`src/rtl/hba_pkg.sv`:
```
package hba_pkg;

   // Tree shape: 64-bit words, three levels (top, middle, leaf).
   localparam int WORD_BITS  = 64;
   localparam int IDX_W      = 6;
   localparam int LEAF_W     = 12;
   localparam int SLOT_W     = 18;
   localparam int LEAF_DEPTH = 4096;
   localparam int MID_DEPTH  = 64;

   localparam logic MODE_ALLOC = 1'b0;
   localparam logic MODE_FREE  = 1'b1;

   localparam logic [1:0] STATUS_ALLOCATED = 2'd0;
   localparam logic [1:0] STATUS_FREED     = 2'd1;
   localparam logic [1:0] STATUS_EXHAUSTED = 2'd2;

   typedef logic [WORD_BITS-1:0] word_type;

   typedef struct packed {
      logic              mode;
      logic [SLOT_W-1:0] slot_index;
   } req_type;

   typedef struct packed {
      logic [SLOT_W-1:0] granted_slot;
      logic [1:0]        status;
   } rsp_type;

   typedef enum logic [3:0] {
      ST_CLEAR,
      ST_IDLE,
      ST_AL_LEAF,
      ST_SR_MID,
      ST_AL_FOUND,
      ST_RF_MID,
      ST_RF_DESC,
      ST_FR_LEAF,
      ST_FR_MID
   } state_type;

   // Which memory read to launch this cycle.
   typedef enum logic [2:0] {
      RD_NONE,
      RD_LEAF_CUR,
      RD_LEAF_SLOT,
      RD_MID_TOPZ,
      RD_MID_CUR,
      RD_MID_SLOT
   } rd_type;

   // What to do with the read data that is valid this cycle.
   typedef enum logic [2:0] {
      ACT_NONE,
      ACT_ALLOC,
      ACT_FIND,
      ACT_MARK,
      ACT_REDESC,
      ACT_FREE_LEAF,
      ACT_FREE_MID
   } act_type;

   typedef enum logic [1:0] {
      RSP_NONE,
      RSP_GRANT,
      RSP_FREED,
      RSP_EXH
   } rsp_sel_type;

   typedef struct packed {
      logic        clear_wr;
      logic        take;
      rd_type      rd;
      act_type     act;
      rsp_sel_type rsp;
   } cmd_type;

   typedef struct packed {
      logic clear_done;
      logic exhausted;
      logic top_full;
      logic leaf_full;
      logic leaf_fill;
      logic mid_full;
      logic mid_fill;
      logic top_fill;
   } stat_type;

   typedef struct packed {
      logic             found;
      logic [IDX_W-1:0] idx;
   } lz_type;

   // Lowest clear bit: first the lowest byte with a zero, then the bit in it.
   function automatic lz_type lowest_zero(input word_type w);
      lz_type     r;
      logic [2:0] gi;
      logic [2:0] bi;
      logic [7:0] grp;
      gi = '0;
      bi = '0;
      for (int i = 7; i >= 0; i--) begin
         if (!(&w[i*8 +: 8])) begin
            gi = 3'(i);
         end
      end
      grp = w[gi*8 +: 8];
      for (int j = 7; j >= 0; j--) begin
         if (!grp[j]) begin
            bi = 3'(j);
         end
      end
      r.found = !(&w);
      r.idx   = {gi, bi};
      return r;
   endfunction

   function automatic word_type onehot(input logic [IDX_W-1:0] idx);
      return word_type'(1) << idx;
   endfunction

endpackage

```
`src/rtl/hba_ctrl.sv`:
```
module hba_ctrl (
   input  logic               clock,
   input  logic               reset,
   input  logic               start,
   input  logic               req_mode,
   input  hba_pkg::stat_type  stat,
   output hba_pkg::cmd_type   cmd,
   output logic               busy
);

   hba_pkg::state_type state_ff, state_in;

   always_ff @(posedge clock) begin
      if (reset) begin
         state_ff <= hba_pkg::ST_CLEAR;
      end else begin
         state_ff <= state_in;
      end
   end

   // Next state.
   always_comb begin
      state_in = state_ff;
      case (state_ff)
         hba_pkg::ST_CLEAR: begin
            if (stat.clear_done) begin
               state_in = hba_pkg::ST_IDLE;
            end
         end
         hba_pkg::ST_IDLE: begin
            if (start) begin
               if (req_mode == hba_pkg::MODE_FREE) begin
                  state_in = hba_pkg::ST_FR_LEAF;
               end else if (stat.exhausted) begin
                  state_in = stat.top_full ? hba_pkg::ST_IDLE : hba_pkg::ST_SR_MID;
               end else begin
                  state_in = hba_pkg::ST_AL_LEAF;
               end
            end
         end
         hba_pkg::ST_AL_LEAF: begin
            if (stat.leaf_full) begin
               state_in = stat.top_full ? hba_pkg::ST_IDLE : hba_pkg::ST_SR_MID;
            end else begin
               state_in = stat.leaf_fill ? hba_pkg::ST_RF_MID : hba_pkg::ST_IDLE;
            end
         end
         hba_pkg::ST_SR_MID: begin
            state_in = stat.mid_full ? hba_pkg::ST_IDLE : hba_pkg::ST_AL_FOUND;
         end
         hba_pkg::ST_AL_FOUND: begin
            if (!stat.leaf_full && stat.leaf_fill) begin
               state_in = hba_pkg::ST_RF_MID;
            end else begin
               state_in = hba_pkg::ST_IDLE;
            end
         end
         hba_pkg::ST_RF_MID: begin
            if (stat.mid_fill && !stat.top_fill) begin
               state_in = hba_pkg::ST_RF_DESC;
            end else begin
               state_in = hba_pkg::ST_IDLE;
            end
         end
         hba_pkg::ST_RF_DESC: begin
            state_in = hba_pkg::ST_IDLE;
         end
         hba_pkg::ST_FR_LEAF: begin
            state_in = stat.leaf_full ? hba_pkg::ST_FR_MID : hba_pkg::ST_IDLE;
         end
         hba_pkg::ST_FR_MID: begin
            state_in = hba_pkg::ST_IDLE;
         end
         default: begin
            state_in = hba_pkg::ST_CLEAR;
         end
      endcase
   end

   // Commands to the datapath.
   always_comb begin
      cmd          = '0;
      cmd.rd       = hba_pkg::RD_NONE;
      cmd.act      = hba_pkg::ACT_NONE;
      cmd.rsp      = hba_pkg::RSP_NONE;
      busy         = 1'b1;
      case (state_ff)
         hba_pkg::ST_CLEAR: begin
            cmd.clear_wr = 1'b1;
         end
         hba_pkg::ST_IDLE: begin
            busy = 1'b0;
            if (start) begin
               cmd.take = 1'b1;
               if (req_mode == hba_pkg::MODE_FREE) begin
                  cmd.rd = hba_pkg::RD_LEAF_SLOT;
               end else if (stat.exhausted) begin
                  if (stat.top_full) begin
                     cmd.rsp = hba_pkg::RSP_EXH;
                  end else begin
                     cmd.rd = hba_pkg::RD_MID_TOPZ;
                  end
               end else begin
                  cmd.rd = hba_pkg::RD_LEAF_CUR;
               end
            end
         end
         hba_pkg::ST_AL_LEAF: begin
            if (stat.leaf_full) begin
               if (stat.top_full) begin
                  cmd.rsp = hba_pkg::RSP_EXH;
               end else begin
                  cmd.rd = hba_pkg::RD_MID_TOPZ;
               end
            end else begin
               cmd.act = hba_pkg::ACT_ALLOC;
               if (stat.leaf_fill) begin
                  cmd.rd = hba_pkg::RD_MID_CUR;
               end else begin
                  cmd.rsp = hba_pkg::RSP_GRANT;
               end
            end
         end
         hba_pkg::ST_SR_MID: begin
            if (stat.mid_full) begin
               cmd.rsp = hba_pkg::RSP_EXH;
            end else begin
               cmd.act = hba_pkg::ACT_FIND;
               cmd.rd  = hba_pkg::RD_LEAF_CUR;
            end
         end
         hba_pkg::ST_AL_FOUND: begin
            if (stat.leaf_full) begin
               cmd.rsp = hba_pkg::RSP_EXH;
            end else begin
               cmd.act = hba_pkg::ACT_ALLOC;
               if (stat.leaf_fill) begin
                  cmd.rd = hba_pkg::RD_MID_CUR;
               end else begin
                  cmd.rsp = hba_pkg::RSP_GRANT;
               end
            end
         end
         hba_pkg::ST_RF_MID: begin
            cmd.act = hba_pkg::ACT_MARK;
            if (stat.mid_fill && !stat.top_fill) begin
               cmd.rd = hba_pkg::RD_MID_TOPZ;
            end else begin
               cmd.rsp = hba_pkg::RSP_GRANT;
            end
         end
         hba_pkg::ST_RF_DESC: begin
            cmd.act = hba_pkg::ACT_REDESC;
            cmd.rsp = hba_pkg::RSP_GRANT;
         end
         hba_pkg::ST_FR_LEAF: begin
            cmd.act = hba_pkg::ACT_FREE_LEAF;
            if (stat.leaf_full) begin
               cmd.rd = hba_pkg::RD_MID_SLOT;
            end else begin
               cmd.rsp = hba_pkg::RSP_FREED;
            end
         end
         hba_pkg::ST_FR_MID: begin
            cmd.act = hba_pkg::ACT_FREE_MID;
            cmd.rsp = hba_pkg::RSP_FREED;
         end
         default: begin
            busy = 1'b1;
         end
      endcase
   end

endmodule

```
`config.mk`:
```
export PLATFORM = sky130hd
export DESIGN_NAME = hba_ctrl
export DESIGN_NICKNAME = d
export VERILOG_FILES = /design/src/rtl/hba_pkg.sv /design/src/rtl/hba_ctrl.sv
export SDC_FILE = /design/constraint.sdc
export NUM_CORES = 1
export LEC_CHECK = 0
export BUFFER_PORTS_ARGS = -buffer_cell sky130_fd_sc_hd__buf_2
export CAP_MARGIN = 5
export CORE_MARGIN = 1
export CORE_UTILIZATION = 40
export CTS_CLUSTER_SIZE = 16
export DETAILED_ROUTE_END_ITERATION = 10
export PLACE_DENSITY = 0.71
export SYNTH_ARGS = -nofsm -noshare
export SYNTH_HDL_FRONTEND = slang
export SYNTH_SLANG_ARGS = --single-unit
```
`constraint.sdc`:
```
create_clock -name clock -period 1.4 [get_ports clock]
set_clock_uncertainty 0.1 [all_clocks]
set_input_delay 0.07 -clock clock [delete_from_list [all_inputs] [get_ports clock]]
set_output_delay 0.07 -clock clock [all_outputs]
set_load 0.01 [all_outputs]
```
**Word level (Yosys, flattened, before mapping)**

Index checks and enable logic that the tools add are counted.

- Flip-flop bits (word level): 4
- Output and inout port bits: 11
- Logic and storage cells: 57

- Equality and inequality tests: 10
- Muxes and demuxes: 39
- Reductions and logical operators: 7

Operators by type and width:

| cell | count |
|---|---|
| one-hot mux 4 bit (8 select lines) | 1 |
| two-way mux 3 bit | 10 |
| two-way mux 2 bit | 13 |
| one-hot mux 3 bit (7 select lines) | 1 |
| two-way mux 4 bit | 5 |
| one-hot mux 3 bit (6 select lines) | 1 |
| == test 4 x 3 -> 1 bit, second input constant | 4 |
| one-hot mux 2 bit (8 select lines) | 1 |
| == test 4 x 2 -> 1 bit, second input constant | 2 |
| two-way mux 1 bit | 6 |
| two-way mux 6 bit | 1 |
| == test 4 x 1 -> 1 bit, second input constant | 1 |
| == test 4 bit, second input constant | 1 |
| zero test 4 bit | 1 |
| != test 2 bit, second input constant | 2 |
| logical AND 1 bit | 2 |
| zero test 1 bit | 2 |
| AND reduction 2 bit | 1 |
| OR reduction 2 bit | 1 |

**Logic depth before layout (Yosys ltp)**

- Word-level depth: 5
- Depth in mapped cells: 6
- Depth with buffers taken out: 4

**Worst setup path before layout**

Ideal clock, no wire load.

- Kind: flip-flop to output port
- From: reg state_ff[3]
- To: out cmd[0] in the netlist's numbering
- Data arrival time: 1.258 ns
- Required time: 1.230 ns
- Setup slack: -0.028 ns
- Stages on the path, launching flop included: 6
- Buffers on the path: 1
- Cells stage by stage: dfxtp_1 -> buf_2 -> nor4b_4 -> nand2_2 -> o311a_1 -> o221ai_1

RTL lines:

| what | line | text |
|---|---|---|
| start, declared | hba_ctrl.sv:11 | `hba_pkg::state_type state_ff, state_in;` |
| start signal, assigned | hba_ctrl.sv:15 | `state_ff <= hba_pkg::ST_CLEAR;` |
| start signal, assigned | hba_ctrl.sv:17 | `state_ff <= state_in;` |
| end, declared | hba_ctrl.sv:7 | `output hba_pkg::cmd_type cmd,` |

==> run metrics <==
status finished with violations; failing checks setup timing; Initial Util 0.4294; Worst Path Required between 1 and 1.5 ns; reg2reg end state_ff[1]; die height roughly 40 um; die width between 30 and 40 um; Mapped Area between 500 and 600 um^2; fin crit share 1.270; Slew Viols, Final 0; RePlAce Congestion 0.8986; # setup viols final 15; crit end category primary output; Worst Setup SP state_ff[2]; Routed WL per cell 16.77 um; Post-synth EDFFs 0; Core ar. approximately 1300 um^2; Synth Flop Type dfxtp_1; Post-Place Worst Slack -0.1735 ns; crit path DAT 1.61 ns; fillcell total 92; Syn Area/Cell ~6.6 um^2; Post-synth ARST share 0; Starting DRT DRC Count 36; endpoints failing hold 0; Hold WS about 0.065 ns; DRC Markers 0; hold crit path type primary input to register; dpl hpwl about 1.4 mm; Max-slew headroom 0.7753; commonest non-fill, non-tap cells in the layout buf_2, buf_4, buf_6, nand2_1; IO buf count 22; Max Fclk about 0.56 GHz; layout cells sized above 1 0.5923; worst vdd ir 0.6014 mV; leading cell type in the layout, fill and taps excluded buf_2; crit path kind register to primary output; Yosys reg bits 4; ANT cells 0; fin worst setup slack -0.3779 ns; area grow syn2layout 85.03%; pwr dens approximately 800 nW/um^2; minimum clock period roughly 1.8 ns; final net count roughly 140; largest net degree at the start of global routing 9; max reg flops 4; startpoint types register; Tot GR Track Use 0.3056; Pre-antenna DRT Iters 4; via count approximately 850; WHS Path Cells 3; Lkg Pwr between 0.0005 and 0.0006 uW; Worst Max-Slew Pin Slew between 0.3 and 0.4 ns; Antenna Nets Post-Route 0; Reg with most FFs state_ff; initial antenna violation count 0; r2r setup slk -0.18 ns; RSZ-0062 raised after global routing yes; mean number of vias per cell roughly 5.9; IO Count 23; Std-Cell Rows 13; CTS tree built; syn nets 96; Yosys warning total 0; Largest regs state_ff x4; routed wire length around 2.4 mm; clock sink total 4; Worst Hold Launch stat[3]; CP max FO 7; R2R Path Start state_ff[1]; Worst-Skew Late Latency ~0.24 ns; DIE AREA around 1500 um^2; first-pass GRT wire length about 3.2 mm; Post-Syn Instances between 80 and 90; maxcap violations 0; vias in the first global route 742; H-tree depth 1; Seq/Total Area, Yosys 0.1451; worst hold path endpoint state_ff[2]; Root Driver clkbuf_4; Clock Tree Buf Depth 2; clk slew on worst S/H paths about 0.04 ns; number of distinct library cells after synthesis 34; GRT overflow 0; Num CTS Buffers 3; final core utilization 0.7945; worst r2r path cells 7
metrics by stage:
| step | instance area [um^2] | TNS, ns | power, uW | cells |
|---|---|---|---|---|
| 6_report | 1021 | -2.924 | 809.1 | 145 |
| 5_1_grt | 1021 | -4.037 | 860.1 | 145 |
| 4_1_cts | 945.9 | -2.058 | 739.8 | 144 |
| 3_5_place_dp | 784.5 | -0.8781 | 508.2 | 134 |
| 3_3_place_gp | 784.5 | -0.5259 | 501.8 | 134 |
| 2_1_floorplan | 551.8 | -0.04299 | 348.4 | 84 |
synth_stat cells, types with 2 or more instances:
library cell | count | share of area
o21ai_0 | 7 | 0.063
nand3_1 | 2 | 0.018
a21oi_1 | 7 | 0.063
dfxtp_1 | 4 | 0.15
nand2_1 | 12 | 0.082
nand2b_1 | 3 | 0.034
nor2_1 | 9 | 0.061
inv_1 | 6 | 0.041
nor3_1 | 2 | 0.018
nor2b_1 | 3 | 0.034
nand4_1 | 2 | 0.023
mux2i_1 | 2 | 0.036
buf_2 | 4 | 0.036
cell families (layout without fill, tap and decap cells):
family / Yosys count / in the layout / share of synthesized area
buffers and inverters: 12 / 58 / 0.1111
XOR/XNOR: 1 / 1 / 0.01588
flip-flops: 4 / 4 / 0.1451
AO/OA/AOI/OAI: 25 / 25 / 0.2971
multiplexers: 2 / 2 / 0.03628
AND/OR/NAND/NOR: 40 / 40 / 0.3946
layer usage:
metal | share of wire | GRT usage
met5 | 0 | 0
met4 | 0.022 | 0.05172
met3 | 0.072 | 0.08092
met2 | 0.50 | 0.5292
met1 | 0.41 | 0.3767
worst max-delay path by stage:
stage	to	slack, ns
floorplan	cmd[0]	-0.03
global placement	cmd[6]	-0.09
detailed placement	cmd[0]	-0.17
CTS	cmd[0]	-0.33
global route	cmd[0]	-0.41
finish	cmd[0]	-0.38
area by class of cell:
| class | instances | area (um^2) | area share |
|---|---|---|---|
| multi-input combinational | 68 | 511.7 | 0.5012 |
| sequential | 4 | 90.09 | 0.08824 |
| timing repair buffer | 49 | 355.3 | 0.3480 |
| clock buffer | 3 | 22.52 | 0.02206 |
| tap | 15 | 18.77 | 0.01838 |
| inverter | 6 | 22.52 | 0.02206 |
report_power, final:
part           total [uW]  internal, uW  leakage (uW)  switching, uW
clock                 143          95.8     0.0000138           46.9
combinational         519           265      0.000458            254
sequential            147           127     0.0000349           19.9
worst max-delay path: stages, from the launching register on:
cell	delay, ns
dfxtp_4	0.37
buf_6	0.13
nor2b_1	0.14
o211ai_1	0.22
o311a_1	0.24
o221ai_1	0.12
buf_2	0.15
timing repair:
| action | CTS | global route |
|---|---|---|
| setup buffers | 6 | 1 |
| setup endpoints to repair | 15 | 15 |
| pin swaps | 12 | 6 |
| hold buffers | 1 | 0 |
| hold endpoints to repair | 1 | 0 |
| resized for setup | 27 | 14 |
(Power assumes the default switching activity.)
